==> config.mk <==
export PLATFORM = sky130hd
export DESIGN_NAME = gctl_queue
export DESIGN_NICKNAME = d
export VERILOG_FILES = /design/src/hw/rtl/gctl_pkg.sv /design/src/hw/rtl/gctl_queue.sv
export SDC_FILE = /design/constraint.sdc
export NUM_CORES = 1
export LEC_CHECK = 0
export ABC_AREA = 1
export BUFFER_PORTS_ARGS = -buffer_cell sky130_fd_sc_hd__buf_2
export CAP_MARGIN = 20
export CORE_MARGIN = 4
export CORE_UTILIZATION = 52
export DETAILED_ROUTE_END_ITERATION = 8
export GPL_TIMING_DRIVEN = 0
export PLACE_DENSITY = 0.79
export SLEW_MARGIN = 40
export SYNTH_ARGS = -nofsm -noshare
export SYNTH_HDL_FRONTEND = slang
export SYNTH_SLANG_ARGS = --single-unit
==> constraint.sdc <==
create_clock -name clk -period 9.6 [get_ports clk]
set_clock_uncertainty 0.1 [all_clocks]
set_input_delay 0.48 -clock clk [delete_from_list [all_inputs] [get_ports clk]]
set_output_delay 0.48 -clock clk [all_outputs]
set_load 0.05 [all_outputs]
==> src/hw/rtl/gctl_pkg.sv <==
// shared types, constants and the arctangent table of the track length core
`default_nettype none

package gctl_pkg;

    localparam int ANGLE_FRAC_BITS_DEF  = 29;
    localparam int LENGTH_FRAC_BITS_DEF = 8;

    localparam logic [23:0] RADIUS_RESET = 24'd6371109;

    localparam int ANG_W         = 34;
    localparam int CX_W          = 49;
    localparam int CZ_W          = 36;
    localparam int CORDIC_STEPS  = 32;
    localparam int CORDIC_GUARD  = 16;
    localparam int CNT_W         = $clog2(CORDIC_STEPS);
    localparam int QUEUE_DEPTH   = 2;

    localparam logic [63:0] PI_Q60   = 64'h3243F6A8885A308D;
    localparam logic [63:0] PI32     = (PI_Q60 + (64'd1 << 27)) >> 28;
    localparam logic [63:0] HALF32   = PI32 >> 1;
    localparam logic [63:0] GAIN_Q30 = 64'd652032874;
    localparam logic [47:0] MAX48    = 48'hFFFF_FFFF_FFFF;

    typedef logic [CORDIC_STEPS-1:0][31:0] atan_tab_t;

    typedef struct packed {
        logic signed [ANG_W-1:0] lat_a;
        logic signed [ANG_W-1:0] lat_b;
        logic signed [ANG_W-1:0] dlat_half;
        logic signed [ANG_W-1:0] dlon_half;
        logic                    has_seg;
        logic                    first;
        logic                    last;
    } gctl_entry_t;

    function automatic logic [63:0] cdiv(input logic [63:0] n, input logic [63:0] d);
        logic [63:0] q;
        logic [64:0] r;
        q = '0;
        r = '0;
        for (int b = 63; b >= 0; b--)
        begin
            r = {r[63:0], n[b]};
            if (r >= {1'b0, d})
            begin
                r    = r - {1'b0, d};
                q[b] = 1'b1;
            end
        end
        return q;
    endfunction

    function automatic logic [31:0] atan_q32(input int i);
        logic signed [63:0] acc;
        logic        [63:0] term;
        int                 sh;
        acc = '0;
        if (i == 0)
        begin
            acc = signed'(PI_Q60);
        end
        else
        begin
            for (int k = 0; k < 32; k++)
            begin
                sh = i * (2 * k + 1);
                if (sh <= 62)
                begin
                    term = cdiv(64'd1 << (62 - sh), 64'(2 * k + 1));
                    if ((k & 1) != 0)
                        acc = acc - signed'(term);
                    else
                        acc = acc + signed'(term);
                end
            end
        end
        return 32'((acc + (64'sd1 <<< 29)) >>> 30);
    endfunction

    function automatic atan_tab_t atan_table();
        atan_tab_t t;
        for (int i = 0; i < CORDIC_STEPS; i++)
        begin
            t[i] = atan_q32(i);
        end
        return t;
    endfunction

endpackage

`default_nettype wire

==> src/hw/rtl/gctl_queue.sv <==
// short queue of classified points between the front end and the back end
`default_nettype none

module gctl_queue (
    input  wire logic                  clk,
    input  wire logic                  rst_n,
    input  wire logic                  q_push,
    output logic                       q_full,
    input  gctl_pkg::gctl_entry_t      wr_entry,
    input  wire logic                  q_pop,
    output logic                       q_empty,
    output gctl_pkg::gctl_entry_t      rd_entry
);
    import gctl_pkg::*;

    localparam int PW = $clog2(QUEUE_DEPTH);

    gctl_entry_t      mem_reg [QUEUE_DEPTH];
    logic [PW-1:0]    wr_ptr_reg, rd_ptr_reg;
    logic [PW:0]      count_reg;

    assign q_full   = (count_reg == (PW+1)'(QUEUE_DEPTH));
    assign q_empty  = (count_reg == '0);
    assign rd_entry = mem_reg[rd_ptr_reg];

    always_ff @(posedge clk or negedge rst_n)
    begin
        if (!rst_n)
        begin
            wr_ptr_reg <= '0;
            rd_ptr_reg <= '0;
            count_reg  <= '0;
        end
        else
        begin
            if (q_push)
                wr_ptr_reg <= (wr_ptr_reg == PW'(QUEUE_DEPTH - 1)) ? '0 : wr_ptr_reg + PW'(1);
            if (q_pop)
                rd_ptr_reg <= (rd_ptr_reg == PW'(QUEUE_DEPTH - 1)) ? '0 : rd_ptr_reg + PW'(1);
            if (q_push && !q_pop)
                count_reg <= count_reg + (PW+1)'(1);
            else if (q_pop && !q_push)
                count_reg <= count_reg - (PW+1)'(1);
        end
    end

    always_ff @(posedge clk)
    begin
        if (q_push)
            mem_reg[wr_ptr_reg] <= wr_entry;
    end

endmodule

`default_nettype wire

-- Word level (Yosys, flattened, before mapping)
Memories as Yosys holds them, arrays and structs flattened.
Cells that the tools add are included.
- add/subtract/negate cells: 4
- $mul: 0
- divide/modulo/power cells: 0
- $lt $le $gt $ge: 0
- eq/ne operators: 1
- shift operators: 0
- muxes and demuxes: 6
- bitwise gates (word level): 0
- reduce and logical (&&, ||, !) cells: 6
- operators with widths (operator ; count):
    two-way mux 1 bit ; 4
    two-way mux 2 bit ; 2
    adder 1 bit (second input constant) ; 2
    adder 2 x 1 -> 2 bit (second input constant) ; 1
    == test 2 bit (second input constant) ; 1
    logical AND 1 bit ; 2
    logical NOT 1 bit ; 2
    logical NOT 2 bit ; 1
    nonzero test 2 bit ; 1
    subtractor 2 x 1 -> 2 bit (second input constant) ; 1
- register bits after elaboration: 4
- latch bits: 0
- bits in writable memories: 278
- memory bits (read-only): 0
- input port bits: 143
- output and inout bits: 141
- logic and storage cells: 21
- memories kept: 1
- memories (memory ; words ; bits a word ; read ports ; clocked after Yosys merged registers in ; wr ports ; line ; RTL):
    mem_reg ; 2 ; 139 ; 1 ; 0 ; 1 ; gctl_queue.sv:18 ; gctl_entry_t mem_reg [QUEUE_DEPTH];

-- Depth between registers and ports, before layout
- depth after elaboration: 4
- depth in mapped cells: 7
- mapped depth without buffers: 7

-- Least setup slack after synthesis
Ideal clock, no wire load.
- path kind: input to register
- start point: in q_push
- end point: mem mem_reg[0][0] (netlist bit) (enable)
- library setup time: 0.643 ns
- arrival time: 6.333 ns
- data required time: 8.857 ns
- slack: 2.524 ns
- stages on the path: 2
- path buffers: 0
- cell sequence: inv_1 nor2_1
- cells in the longest elaborated chain, start to end: 2
- ends and longest elaborated chain (item ; line ; RTL):
    start: declaration ; gctl_queue.sv:7 ; input wire logic q_push,
    two-way mux 1 bit ; gctl_queue.sv:49 ; if (q_push)
    two-way mux 1 bit (not written as such) ; gctl_queue.sv:50 ; mem_reg[wr_ptr_reg] <= wr_entry;
    end: declaration ; gctl_queue.sv:18 ;
Every way passes these cells.

==> flow_metrics.tcl <==
set metrics [dict create \
    cts_sinks 282 \
    synth_cell_type_count 15 \
    tightest_slew_ns 0.461 \
    worstPathArrival_ns 1.92 \
    numCtsBuffers 28 \
    die_w_um 151 \
    grt_pass1_vias 5569 \
    wl_met3_um 1850 \
    critPathLaunchType "flip-flop" \
    place_ws_ns 7.39 \
    insertedDiodeCount 0 \
    synth_seq_cells 282 \
    synthesis.area_um2 10700 \
    routed_wl_um 20200 \
    vias 5322 \
    grt_use_total_pct 16.9 \
    worst-r2r-setup-slack_ns 7.63 \
    postCtsSetupBuffers 0 \
    dr.max_layer_used "met5" \
    postRouteAntennaNets 0 \
    cts_tree "yes" \
    grt_start_max_net_pins 81 \
    row_count 52 \
    antenna_found_initial 2 \
    setup_viol 0 \
    fin_ws_ns 7.10 \
    dpl.hpwl_um 14300 \
    seq_area_frac_synth_pct 79.3 \
    initialDrtViolationCount 276 \
    drv_slew 0 \
    place.gp.congestion 0.722 \
    clk_pin_slew_ns 0.06 \
    hold_class "primary input to flip-flop" \
    cp-end-kind "output port" \
    first_pass_iters 4 \
    min_period_ns 2.50 \
    htreeDepth 1 \
    die-area_um2 22800 \
    io_pins 284 \
    cp_slowest_cell "dfrtp_1" \
    slew-limit-headroom_pct 69.3 \
    cts_hold_buf 1 \
    vias_per_cell 4.96 \
    synth_fp_nets 602 \
    syn_to_final_growth_pct 27.3 \
    core-area_um2 20200 \
    drt-met1-wl_um 7260 \
    maxCapViolations 0 \
    hold_viol_final 0 \
    cts_buffer_depth 3 \
    yosysWarnings 0 \
    drt-wirelength-per-cell_um 18.8 \
    overflow 0 \
    cp_cell_sequence "buf_6, buf_8, buf_6, mux2_4, buf_2" \
    combPwrFrac_pct 43.0 \
    max_stage_delay_ns 0.34 \
    layout-drive-gt1-share_pct 60.6 \
    netlist_instances 458 \
    synth.avg_cell_area_um2 23.3 \
    p_per_area_nw_per_um2 356 \
    cp_top_family "buffers and inverters" \
    timing.final.crit_share_pct 26.0 \
    p_leak_nw 5.45 \
    fin_nets 925 \
    die_height_um 151 \
    p_int_mw 2.93 \
    largest_reg_flops 278 \
    grt_pass1_wl_um 29900 \
    cts_resized 0 \
    pwr-share-seq_pct 35.0 \
    swShare_pct 39.3 \
    max_freq_mhz 400 \
    status "finished clean" \
    finalSetupTns_ns 0 \
    ir_drop_uv 268 \
    worstPathMaxFanout 10 \
    portBuffers 283 \
    clk_latency_ns 0.52 \
    cp.buffers_inverters 4 \
    path_class "flip-flop to output port" \
    rsz0062_at_grt "no" \
    worst_path_most_repeated_cell "buf_6" \
    root_buffer "clkbuf_16" \
    critical_path_required_ns 9.02 \
    p_switching_mw 1.90 \
    clkPwrFrac_pct 21.9 \
    met2_length_um 10700 \
    drc 0 \
    initial_core_util_pct 52.8 \
]
-- power by group through the flow --
stage               combinational [mW]  sequential (mW)  clock (mW)
floorplan                         1.64             1.74           0
global placement                  2.01             1.77           0
detailed placement                2.09             1.72           0
CTS                               2.10             1.69        1.08
global route                      2.17             1.71        1.13
finish                            2.08             1.69        1.06
-- layout make-up --
class	count	area, µm²
multi-input combinational	153	2030
timing repair buffer	293	1640
tap	270	338
sequential	282	8450
buffer	16	159
clock inverter	20	178
clock buffer	32	737
fill	1355	6610
inverter	7	33.8
-- routing by layer --
metal	up-vias	track usage, %
met5	-	0
met4	4	3.76
met3	28	5.83
met2	201	30.5
met1	2626	19.6
li1	2463	-
-- synthesized netlist by cell type --
library cell / n / area, µm²
edfxtp_1: 278 / 8350
mux2_4: 100 / 1500
mux2_2: 39 / 439
buf_6: 11 / 124
inv_1: 7 / 26.3
nand2_1: 5 / 18.8
buf_2: 4 / 20.0
dfrtp_1: 4 / 100
nor2_1: 3 / 11.3
xor2_1: 2 / 17.5
buf_8: 1 / 15.0
ha_1: 1 / 12.5
nand3_1: 1 / 5.00
nand4_1: 1 / 6.26
xnor2_1: 1 / 8.76
-- placed cells by master, fill, tap and decap left out, types with 2 or more instances in the layout --
cell type,instances
nor2_1,2
inv_1,6
buf_6,11
buf_16,6
clkinv_2,3
dfrtp_1,4
xor2_1,2
mux2_4,100
buf_2,287
nand2_1,5
buf_8,4
edfxtp_1,278
clkinvlp_4,2
clkinv_1,11
bufinv_16,3
mux2_2,39
clkbuf_1,3
clkbuf_16,29
-- cells by family after synthesis --
kind of cell | Yosys count | synth area share, %
adder cells (fa/ha/maj) | 1 | 0.117
flip-flops | 282 | 79.3
XOR/XNOR | 3 | 0.247
AND/OR/NAND/NOR | 10 | 0.388
buffers and inverters | 23 | 1.74
multiplexers | 139 | 18.2
-- path summary, 6_finish.rpt --
path                                          start                       end  depth (start not counted)
max                          rd_ptr_reg$_DFFE_PN0P_              rd_entry[81]                          5
min                                    wr_entry[59]  mem_reg[0][59]$_DFFE_PP_                          1
max reg2reg                  wr_ptr_reg$_DFFE_PN0P_  mem_reg[0][89]$_DFFE_PP_                          5
min reg2reg                count_reg[1]$_DFFE_PN0P_  count_reg[1]$_DFFE_PN0P_                          2
max in group asynchronous                     rst_n  count_reg[1]$_DFFE_PN0P_                          2
min in group asynchronous                     rst_n  count_reg[0]$_DFFE_PN0P_                          2
-- metrics by stage --
step                util (%)  total power [mW]  instances  hold WS (ns)  cell area (µm²)
finish                  67.2              4.83       1073        0.0473            13600
global route            67.2              5.01       1073        0.0182            13600
CTS                     67.2              4.88       1073        0.0133            13600
detailed placement      62.6              3.81       1020         0.193            12600
global placement        61.5              3.78       1011         0.184            12400
floorplan                  -              3.39        458        0.0844            10700
Power figures use the tool's default switching activity.
