--- config.mk ---
export PLATFORM = sky130hd
export DESIGN_NAME = gctl_front
export DESIGN_NICKNAME = d
export VERILOG_FILES = /design/src/hw/rtl/gctl_pkg.sv /design/src/hw/rtl/gctl_front.sv
export SDC_FILE = /design/constraint.sdc
export NUM_CORES = 1
export LEC_CHECK = 0
export BUFFER_PORTS_ARGS = -buffer_cell sky130_fd_sc_hd__buf_2
export CORE_MARGIN = 2
export CORE_UTILIZATION = 48
export DETAILED_ROUTE_END_ITERATION = 12
export PLACE_DENSITY = 0.66
export SLEW_MARGIN = 20
export SYNTH_ARGS = -nofsm -noshare
export SYNTH_HDL_FRONTEND = slang
export SYNTH_SLANG_ARGS = --single-unit
--- constraint.sdc ---
create_clock -name clk -period 13.3 [get_ports clk]
set_clock_uncertainty 0.1 [all_clocks]
set_input_delay 1.995 -clock clk [delete_from_list [all_inputs] [get_ports clk]]
set_output_delay 1.995 -clock clk [all_outputs]
set_load 0.01 [all_outputs]
--- src/hw/rtl/gctl_pkg.sv ---
// shared types, constants and the arctangent table of the track length core
`default_nettype none

package gctl_pkg;

    localparam int ANGLE_FRAC_BITS_DEF  = 29;
    localparam int LENGTH_FRAC_BITS_DEF = 8;

    localparam logic [23:0] RADIUS_RESET = 24'd6371109;

    localparam int ANG_W         = 34;
    localparam int CX_W          = 49;
    localparam int CZ_W          = 36;
    localparam int CORDIC_STEPS  = 32;
    localparam int CORDIC_GUARD  = 16;
    localparam int CNT_W         = $clog2(CORDIC_STEPS);
    localparam int QUEUE_DEPTH   = 2;

    localparam logic [63:0] PI_Q60   = 64'h3243F6A8885A308D;
    localparam logic [63:0] PI32     = (PI_Q60 + (64'd1 << 27)) >> 28;
    localparam logic [63:0] HALF32   = PI32 >> 1;
    localparam logic [63:0] GAIN_Q30 = 64'd652032874;
    localparam logic [47:0] MAX48    = 48'hFFFF_FFFF_FFFF;

    typedef logic [CORDIC_STEPS-1:0][31:0] atan_tab_t;

    typedef struct packed {
        logic signed [ANG_W-1:0] lat_a;
        logic signed [ANG_W-1:0] lat_b;
        logic signed [ANG_W-1:0] dlat_half;
        logic signed [ANG_W-1:0] dlon_half;
        logic                    has_seg;
        logic                    first;
        logic                    last;
    } gctl_entry_t;

    function automatic logic [63:0] cdiv(input logic [63:0] n, input logic [63:0] d);
        logic [63:0] q;
        logic [64:0] r;
        q = '0;
        r = '0;
        for (int b = 63; b >= 0; b--)
        begin
            r = {r[63:0], n[b]};
            if (r >= {1'b0, d})
            begin
                r    = r - {1'b0, d};
                q[b] = 1'b1;
            end
        end
        return q;
    endfunction

    function automatic logic [31:0] atan_q32(input int i);
        logic signed [63:0] acc;
        logic        [63:0] term;
        int                 sh;
        acc = '0;
        if (i == 0)
        begin
            acc = signed'(PI_Q60);
        end
        else
        begin
            for (int k = 0; k < 32; k++)
            begin
                sh = i * (2 * k + 1);
                if (sh <= 62)
                begin
                    term = cdiv(64'd1 << (62 - sh), 64'(2 * k + 1));
                    if ((k & 1) != 0)
                        acc = acc - signed'(term);
                    else
                        acc = acc + signed'(term);
                end
            end
        end
        return 32'((acc + (64'sd1 <<< 29)) >>> 30);
    endfunction

    function automatic atan_tab_t atan_table();
        atan_tab_t t;
        for (int i = 0; i < CORDIC_STEPS; i++)
        begin
            t[i] = atan_q32(i);
        end
        return t;
    endfunction

endpackage

`default_nettype wire

--- src/hw/rtl/gctl_front.sv ---
// front end: holds the previous point, scales and clamps angles, reduces the longitude step
`default_nettype none

module gctl_front #(
    parameter int ANGLE_FRAC_BITS = gctl_pkg::ANGLE_FRAC_BITS_DEF
) (
    input  wire logic                  clk,
    input  wire logic                  rst_n,
    input  wire logic                  push,
    output logic                       full,
    input  wire logic signed [30:0]    lat_rad,
    input  wire logic signed [31:0]    lon_rad,
    input  wire logic                  track_start,
    input  wire logic                  track_end,
    input  wire logic                  q_full,
    output logic                       q_push,
    output gctl_pkg::gctl_entry_t      q_entry
);
    import gctl_pkg::*;

    localparam int SC        = 32 - ANGLE_FRAC_BITS;
    localparam int DW        = 33 + SC;
    localparam int TW        = DW + 1;
    localparam int SH        = TW - 34;
    localparam int RW        = TW + 1;
    localparam int EW        = RW + 1;
    localparam int RED_STEPS = SH + 2;
    localparam int RC_W      = $clog2(RED_STEPS + 1);

    localparam logic signed [EW-1:0] HALF_E   = EW'(HALF32);
    localparam logic signed [EW-1:0] OFF_E    = EW'(PI32 << SH);
    localparam logic        [RW-1:0] DIV_INIT = RW'(PI32 << (SH + 1));

    localparam logic [1:0] F_IDLE = 2'd0;
    localparam logic [1:0] F_RED  = 2'd1;
    localparam logic [1:0] F_PUSH = 2'd2;

    logic [1:0]               state_reg, state_next;
    logic signed [30:0]       prev_lat_reg;
    logic signed [31:0]       prev_lon_reg;
    logic                     have_prev_reg;
    logic signed [ANG_W-1:0]  la_reg, lb_reg, dh_reg;
    logic [RW-1:0]            rem_reg, div_reg;
    logic [RC_W-1:0]          cnt_reg;
    logic                     seg_reg, first_reg, last_reg;

    logic                     accept;
    logic signed [EW-1:0]     la_e, lb_e, la_c, lb_c, dlat, dh_e;
    logic signed [EW-1:0]     lona_e, lonb_e, dlon, ph_e, t_e, phi_e;

    assign full   = (state_reg != F_IDLE);
    assign accept = push && !full;

    assign la_e = EW'(prev_lat_reg) <<< SC;
    assign lb_e = EW'(lat_rad) <<< SC;
    assign la_c = (la_e > HALF_E) ? HALF_E : ((la_e < -HALF_E) ? -HALF_E : la_e);
    assign lb_c = (lb_e > HALF_E) ? HALF_E : ((lb_e < -HALF_E) ? -HALF_E : lb_e);
    assign dlat = lb_c - la_c;
    assign dh_e = (dlat >>> 1) + EW'(dlat[EW-1] & dlat[0]);

    assign lona_e = EW'(prev_lon_reg) <<< SC;
    assign lonb_e = EW'(lon_rad) <<< SC;
    assign dlon   = lonb_e - lona_e;
    assign ph_e   = (dlon >>> 1) + EW'(dlon[EW-1] & dlon[0]);
    assign t_e    = ph_e + HALF_E + OFF_E;
    assign phi_e  = signed'(EW'(rem_reg)) - HALF_E;

    assign q_push            = (state_reg == F_PUSH) && !q_full;
    assign q_entry.lat_a     = la_reg;
    assign q_entry.lat_b     = lb_reg;
    assign q_entry.dlat_half = dh_reg;
    assign q_entry.dlon_half = phi_e[ANG_W-1:0];
    assign q_entry.has_seg   = seg_reg;
    assign q_entry.first     = first_reg;
    assign q_entry.last      = last_reg;

    always_comb
    begin
        state_next = state_reg;
        case (state_reg)
            F_IDLE:
            begin
                if (accept)
                    state_next = F_RED;
            end
            F_RED:
            begin
                if (cnt_reg == RC_W'(RED_STEPS - 1))
                    state_next = F_PUSH;
            end
            F_PUSH:
            begin
                if (!q_full)
                    state_next = F_IDLE;
            end
            default:
            begin
                state_next = F_IDLE;
            end
        endcase
    end

    always_ff @(posedge clk or negedge rst_n)
    begin
        if (!rst_n)
        begin
            state_reg     <= F_IDLE;
            prev_lat_reg  <= '0;
            prev_lon_reg  <= '0;
            have_prev_reg <= 1'b0;
            cnt_reg       <= '0;
        end
        else
        begin
            state_reg <= state_next;
            if (accept)
            begin
                prev_lat_reg  <= lat_rad;
                prev_lon_reg  <= lon_rad;
                have_prev_reg <= !track_end;
                cnt_reg       <= '0;
            end
            else if (state_reg == F_RED)
            begin
                cnt_reg <= cnt_reg + RC_W'(1);
            end
        end
    end

    always_ff @(posedge clk)
    begin
        if (accept)
        begin
            la_reg    <= la_c[ANG_W-1:0];
            lb_reg    <= lb_c[ANG_W-1:0];
            dh_reg    <= dh_e[ANG_W-1:0];
            rem_reg   <= t_e[RW-1:0];
            div_reg   <= DIV_INIT;
            seg_reg   <= have_prev_reg && !track_start;
            first_reg <= track_start;
            last_reg  <= track_end;
        end
        else if (state_reg == F_RED)
        begin
            if (rem_reg >= div_reg)
                rem_reg <= rem_reg - div_reg;
            div_reg <= div_reg >> 1;
        end
    end

endmodule

`default_nettype wire

### After elaboration in Yosys (flattened, before gate mapping)

Cells that the tools add are included.
Widths: inputs -> output; s select.

| cells by class | value |
|---|---|
| multiplexer cells | 13 |
| bitwise operators | 2 |
| add/sub/neg operators | 9 |
| equality and inequality tests | 6 |
| order comparisons | 5 |
| reductions and logical operators | 13 |

Operators with widths:

| operator | count |
|---|---|
| $mux 39 | 4 |
| $mux 38 | 3 |
| $gt 34x34->1 const B | 2 |
| $lt 34x34->1 const B | 2 |
| $sub 39x39->39 | 1 |
| $add 38x1->38 | 1 |
| $add 38x34->38 const B | 1 |
| $add 38x38->38 const B | 1 |
| $ge 38x38->1 | 1 |
| $sub 38x38->38 | 1 |
| $sub 35x35->36 | 1 |
| $add 34x1->34 | 1 |
| $sub 34x33->34 const B | 1 |
| $mux 2 | 3 |
| $mux 3 | 2 |
| $ne 2x2->1 const B | 3 |
| $pmux 2 s3 | 1 |
| $reduce_bool 2->1 | 3 |
| $logic_not 1->1 | 4 |
| $add 3x1->3 const B | 1 |
| $eq 3x3->1 const B | 1 |
| $logic_and 1x1->1 | 3 |
| $reduce_and 3->1 | 1 |
| $and 1x1->1 | 2 |
| 4 further kinds | 4 |

| storage, ports and cells | value |
|---|---|
| register bits | 250 |
| logic and storage cells | 61 |
| output and inout port bits | 141 |

### Longest topological paths before layout

Gate-level depths: netlist of the first run.

| logic depth | value |
|---|---|
| word-level depth | 6 |
| depth in mapped cells | 27 |
| mapped depth without buffers | 25 |

### Worst setup path before layout of the first run

No wires, ideal clock.

| timing path | value |
|---|---|
| path kind | input port to flip-flop |
| from | in lat_rad[17] |
| to | reg dh_reg[30] (data pin) |
| stages | 23 |
| data required time | 12.942 ns |
| data arrival time | 6.802 ns |
| library setup time | 0.258 ns |
| path slack | 6.139 ns |
| buffers on the path | 1 |
| path through | or4_1 -> a2111oi_0 -> o21ai_0 -> a31oi_1 -> nor2_1 -> o31ai_1 -> ha_1 -> clkbuf_1 -> o21ai_0 -> inv_1 -> ha_1 -> nor2b_1 -> o31a_1 -> o21ai_0 -> o32ai_1 -> o22ai_2 -> a31oi_1 -> o41a_1 -> a41o_1 -> a221oi_2 -> nand2b_1 -> a21oi_2 -> xnor2_1 |

| between the ends | value |
|---|---|
| word-level cells in the longest chain between the ends | 6 |
| elaborated cells between the ends (all ways) | 7 |

RTL lines:

| what | line | text |
|---|---|---|
| start, declared | gctl_front.sv:11 | `input wire logic signed [30:0] lat_rad,` |
| $lt 34x34->1 | gctl_front.sv:57 | `assign lb_c = (lb_e > HALF_E) ? HALF_E : ((lb_e < -HALF_E) ? -HALF_E : lb_e);` |
| $mux 39 | gctl_front.sv:57 |  |
| $mux 39 (*) | gctl_front.sv:57 |  |
| net lb_c[3] | gctl_front.sv:48 | `logic signed [EW-1:0] la_e, lb_e, la_c, lb_c, dlat, dh_e;` |
| $sub 39x39->39 (*) | gctl_front.sv:58 | `assign dlat = lb_c - la_c;` |
| $and 1x1->1 | gctl_front.sv:59 | `assign dh_e = (dlat >>> 1) + EW'(dlat[EW-1] & dlat[0]);` |
| $add 34x1->34 (*) | gctl_front.sv:59 |  |
| net dh_e[30] | gctl_front.sv:48 |  |
| end signal, assigned | gctl_front.sv:136 | `dh_reg <= dh_e[ANG_W-1:0];` |
| end, declared | gctl_front.sv:42 | `logic signed [ANG_W-1:0] la_reg, lb_reg, dh_reg;` |

Mark *: on every way through the listed nets, which the timed path passes. The rest lies on a longest branch.
A chain may end at the register's enable or synchronous reset.

### Worst setup path in the final report of the first run

| timing path | value |
|---|---|
| from | in lat_rad[4] |
| to | reg dh_reg[30] (data pin) |

Same word-level chain as after synthesis.

==> flow_summary.yaml, run 1 <==
synthesis:
  avgSynthCellArea_um2: 8.96
  synthCells: 1773
  async_flop_share: 0.282
  synth_seq_cells: 245
  synth_warnings: 0
  synthDistinctLibCells: 90
  synth_edf_count: 138
  synth_area_um2: 15900
  ys.flop_type: "edfxtp_1"
  yosysSeqAreaShare: 0.418
worst_setup_path:
  worstReg2RegStart: "prev_lat_reg[4]"
  crit_arrival_ps: 8000
  cp_top_family: "compound AO/OA/AOI/OAI gates"
  r2r-end: "dh_reg[30]"
  slowest_delay_ps: 540
  reg2reg_slack_ps: 6710
  critPathSlowestCell: "o21ai_0"
  cp-start-kind: "input pin"
  crit_path_frequent_cell: "o21ai_0"
  critical_path_class: "in2reg"
  cp_num_buf_inv: 3
  critPathRequiredTime_ps: 13510
  worstPathMaxFanout: 32
  r2r_cells: 24
  end_kind: "flip-flop"
cts:
  cts_setup_buffers: 0
  cts_resized: 0
  cts_buffer_depth: 3
  cts_buffers: 28
  clock_sinks: 245
  htree_levels: 1
  holdBufCountCts: 0
  cts_tree: "done"
  clock_latency_ps: 560
  clk_pin_slew_worst_paths_ps: 60
  cts.root.buffer_cell: "clkbuf_16"
timing:
  maxSlewHeadroom: 0.284
  hold_violations: 0
  worstMarginPinSlew_ps: 1070
  fin_setup_tns_ps: 0
  final-setup-viol-count: 0
  min_period_ps: 7790
  max_freq_mhz: 128
  worst_hold_slack_ps: 354
  rsz0062_at_grt: "no"
  min_period_over_period: 0.586
  drv_slew: 0
route:
  finalWirelength_um: 41600
  drtIter0Drc: 1051
  ant_nets: 0
  post-route-drc-count: 0
  via_count: 13400
  firstDrtPassIters: 5
  vias_per_cell: 5.53
  wl_per_cell_um: 17.2
run:
  max_cap_viol_count: 0
finish:
  layout_common_cells: "248 x nand2_1, 203 x buf_2, 161 x inv_1"
  fin_cells: 2422
  drive_gt1_frac: 0.151
  area_growth_pct: 14.4
  stdcell_area_um2: 18200
  n_antenna_cell: 0
  fin_nets: 2137
  final_common_cell: "nand2_1"
place:
  dp.cells: 2370
  gp_congestion: 0.929
  io_buffers: 204
  place_area_um2: 17300
  dp_hpwl_um: 31300
floorplanning:
  core_um2: 32500
  ios: 210
  initial_core_util: 0.488
  die_h_um: 186
  dieArea_um2: 34600
  placementRows: 66
  fp.dieW_um: 186
global_routing:
  grt_pass1_wl_um: 65700
  antenna_found_initial: 0
  grt_pass1_vias: 12700
  use_met1: 0.306
  busiest_layer: "met2"
  grt-ovfl-total: 0
  grt_max_degree: 103
  track_usage: 0.237
  globalRouteMet3Util: 0.0276
  grt_use_met2: 0.425
hold_path:
  hold_start: "div_reg[31]"
  min_to: "div_reg[31]"
  whs_path_depth: 2
  hold_class: "reg2reg"
outcome:
  status: "finished, final reports clean"
==> synthesized netlist by cell type, drive strengths merged, types with 10 or more instances <==
library cell,number,area share
dfrtp,69,0.11
dfxtp,38,0.048
nand2,249,0.059
nor2,138,0.033
o21bai,14,0.0066
o21ai,166,0.053
a21oi,127,0.041
inv,162,0.038
nor3,17,0.0060
o31ai,15,0.0077
edfxtp,138,0.26
ha,107,0.084
nor2b,18,0.0071
xnor2,83,0.046
nand4,17,0.0067
o21a,21,0.0099
nand3,31,0.010
nand2b,19,0.0075
clkbuf,46,0.011
xor2,52,0.029
o211ai,28,0.014
a31oi,15,0.0063
a211oi,11,0.0058
buf,16,0.0064
a21o,49,0.023
and3,10,0.0039
==> metrics by stage <==
step,worst slack (ps),util
5_1_grt,5050,0.558
4_1_cts,5580,0.558
3_5_place_dp,5010,0.531
3_3_place_gp,5140,0.531
2_1_floorplan,6140,-
6_report,5510,0.558
==> worst max-delay path by stage <==
stage	from	end	slack, ps	depth (start not counted)
after floorplan	lat_rad[17]	dh_reg[30]	6140	23
after global placement	lat_rad[4]	dh_reg[30]	5140	27
after detailed placement	lat_rad[4]	dh_reg[30]	5010	27
after CTS	lat_rad[4]	dh_reg[30]	5580	27
after global routing	lat_rad[4]	dh_reg[30]	5050	27
final	lat_rad[4]	dh_reg[30]	5510	27
==> cell families (layout without fill, tap and decap cells) <==
group,after synthesis,after routing,synth area share
multiplexers,3,3,0.00205
buffers and inverters,224,427,0.0556
flip-flops,245,245,0.418
adder cells (fa/ha/maj),110,110,0.0881
other,1,5,0.000236
XOR/XNOR,135,135,0.0749
AND/OR/NAND/NOR,544,544,0.154
AO/OA/AOI/OAI,511,511,0.208
==> metal layers <==
layer	wire length, um	vias to the layer above	part of all wire
met2	20500	383	0.49
met4	853	0	0.020
li1	-	6624	-
met3	2200	60	0.053
met1	18000	6321	0.43
met5	0	-	0
==> cell type report <==
cell class | count | area [um^2]
clock buffers | 32 | 716
clock inverters | 20 | 166
fillers | 3061 | 14400
inverters | 162 | 616
multi-input cells | 1308 | 8390
flip-flops and latches | 245 | 6630
well taps | 442 | 553
repair buffers | 213 | 1090
==> worst register-to-register path, cell delays in order, from the launching register on <==
cell	delay, ps
dfrtp_1	420
a21oi_1	180
nor2b_1	60
o21ai_0	140
nand3_1	100
a2111oi_0	580
o21ai_0	180
a31oi_1	230
nor2_1	60
o31ai_1	300
ha_1	460
o21ai_0	410
ha_1	350
o21a_1	190
o31a_1	130
o21ai_0	550
o32ai_1	240
o22ai_2	170
a31oi_1	140
o41a_1	390
a41o_1	350
a221oi_2	300
nand2b_1	100
a21oi_2	150
xnor2_1	70
Power of run 1 is not shown: default switching activity piles up to over one toggle a cycle in this logic, so the estimate is an artifact.
==> run 2: changes to the inputs <==
==> constraint.sdc (replaced) <==
create_clock -name clk -period 7.2 [get_ports clk]
set_clock_uncertainty 0.1 [all_clocks]
set_input_delay 1.08 -clock clk [delete_from_list [all_inputs] [get_ports clk]]
set_output_delay 1.08 -clock clk [all_outputs]
set_load 0.01 [all_outputs]
==> run 2 against run 1 <==
Critical path depth decreased by 5. Global-route usage increased by 0.34 points. First-iteration DRC count decreased by 16%. Worst setup slack got worse by 4800 ps. Register-to-register slack got worse by 6000 ps. Die area unchanged. Cell count increased by 0.25%. Wire length increased by 0.92%.
==> flow_summary.yaml, run 2 (synthesized netlist as in run 1, its figures left out) <==
finish:
  layout_common_cells: "248 x nand2_1, 203 x buf_2, 161 x inv_1"
  final_common_cell: "nand2_1"
  fillers: 3029
  drive_gt1_frac: 0.153
  finish.utilization: 0.560
  area_growth_pct: 14.7
  fin_nets: 2141
  final-seq-area_um2: 6630
  multi_input_area_um2: 8390
place:
  io_buffers: 204
  dp_hpwl_um: 32000
  gp_congestion: 0.895
worst_setup_path:
  worstSetupStartpoint: "prev_lat_reg[15]"
  reg2reg_slack_ps: 680
  cp-start-kind: "flip-flop"
  crit_arrival_ps: 6720
  critPathRequiredTime_ps: 7400
  worstReg2RegStart: "prev_lat_reg[15]"
  end_kind: "flip-flop"
  critical_path_class: "reg2reg"
  worstPathMaxFanout: 12
timing:
  hold_violations: 0
  min_period_ps: 6520
  rsz0062_at_grt: "no"
  final-setup-viol-count: 0
  fin_setup_tns_ps: 0
  min_period_over_period: 0.906
  drv_slew: 0
  worstMarginPinSlew_ps: 931
  maxSlewHeadroom: 0.379
  max_freq_mhz: 153
  worst_hold_slack_ps: 308
floorplanning:
  die_h_um: 186
  dieArea_um2: 34600
  placementRows: 66
  core_um2: 32500
  ios: 210
  fp.dieW_um: 186
  initial_core_util: 0.488
global_routing:
  grt-ovfl-total: 0
  grt_pass1_wl_um: 66100
  grt_max_degree: 154
  grt_pass1_vias: 12800
  antenna_found_initial: 3
  track_usage: 0.240
cts:
  htree_levels: 1
  cts_tree: "done"
  cts_buffer_depth: 3
  clk_pin_slew_worst_paths_ps: 60
  cts.root.buffer_cell: "clkbuf_16"
  cts_resized: 0
  clock_sinks: 245
  clock_latency_ps: 550
  cts_setup_buffers: 0
  holdBufCountCts: 0
  cts_buffers: 27
route:
  wl_per_cell_um: 17.3
  via_count: 13400
  finalWirelength_um: 42000
  firstDrtPassIters: 5
  post-route-drc-count: 0
  drtIter0Drc: 885
  ant_nets: 0
  vias_per_cell: 5.52
outcome:
  status: "finished, final reports clean"
hold_path:
  hold_class: "in2async"
run:
  max_cap_viol_count: 0
## run 2: layer usage
| metal | routed length, um | GRT usage | up-vias |
|---|---|---|---|
| met5 | 0 | 0 | - |
| met4 | 1220 | 0.0734 | 0 |
| met3 | 2050 | 0.0250 | 71 |
| met2 | 20600 | 0.430 | 387 |
| met1 | 18100 | 0.305 | 6330 |
| li1 | - | - | 6625 |
## run 2: worst paths after layout
kind | endpoint | cells after the start
setup / recovery | dh_reg[33] | 22
hold / removal | cnt_reg[0] | 1
setup reg to reg | dh_reg[33] | 22
hold reg to reg | div_reg[12] | 2
max in group asynchronous | prev_lat_reg[23] | 2
min in group clk | div_reg[12] | 2
## run 2: final cells by class
class,count,share of cell area
Inverter,162,0.0338
Tap cell,442,0.0304
Timing Repair Buffer,218,0.0626
Clock inverter,17,0.0103
Multi-Input combinational cell,1308,0.460
Sequential cell,245,0.364
Clock buffer,33,0.0383
Antenna cell,3,0.000412
## run 2: through the flow
stage / instance area, um^2 / cells / setup WS (ps)
2_1_floorplan: 15900 / 1777 / 954
3_3_place_gp: 17300 / 2375 / 318
3_5_place_dp: 17300 / 2375 / 211
4_1_cts: 18200 / 2425 / 728
5_1_grt: 18200 / 2428 / 228
6_report: 18200 / 2428 / 675
## run 2: critical path: stages, from the launching register on
cell and delay [ps]:
dfrtp_1 410, or4_1 510, a2111oi_0 630, o21ai_0 190, a31oi_1 220, nor2_1 60
o31ai_1 300, ha_1 450, o21ai_0 330, inv_1 140, fa_1 480, nor2b_1 130
o21ai_0 120, a21oi_1 250, o21ai_0 220, o21ba_2 280, a21oi_1 220, o21bai_1 200
nand4_1 190, o21ai_2 280, a31oi_1 210, nor3_1 230, o22ai_1 110
Power of run 2 is left out for the same reason.
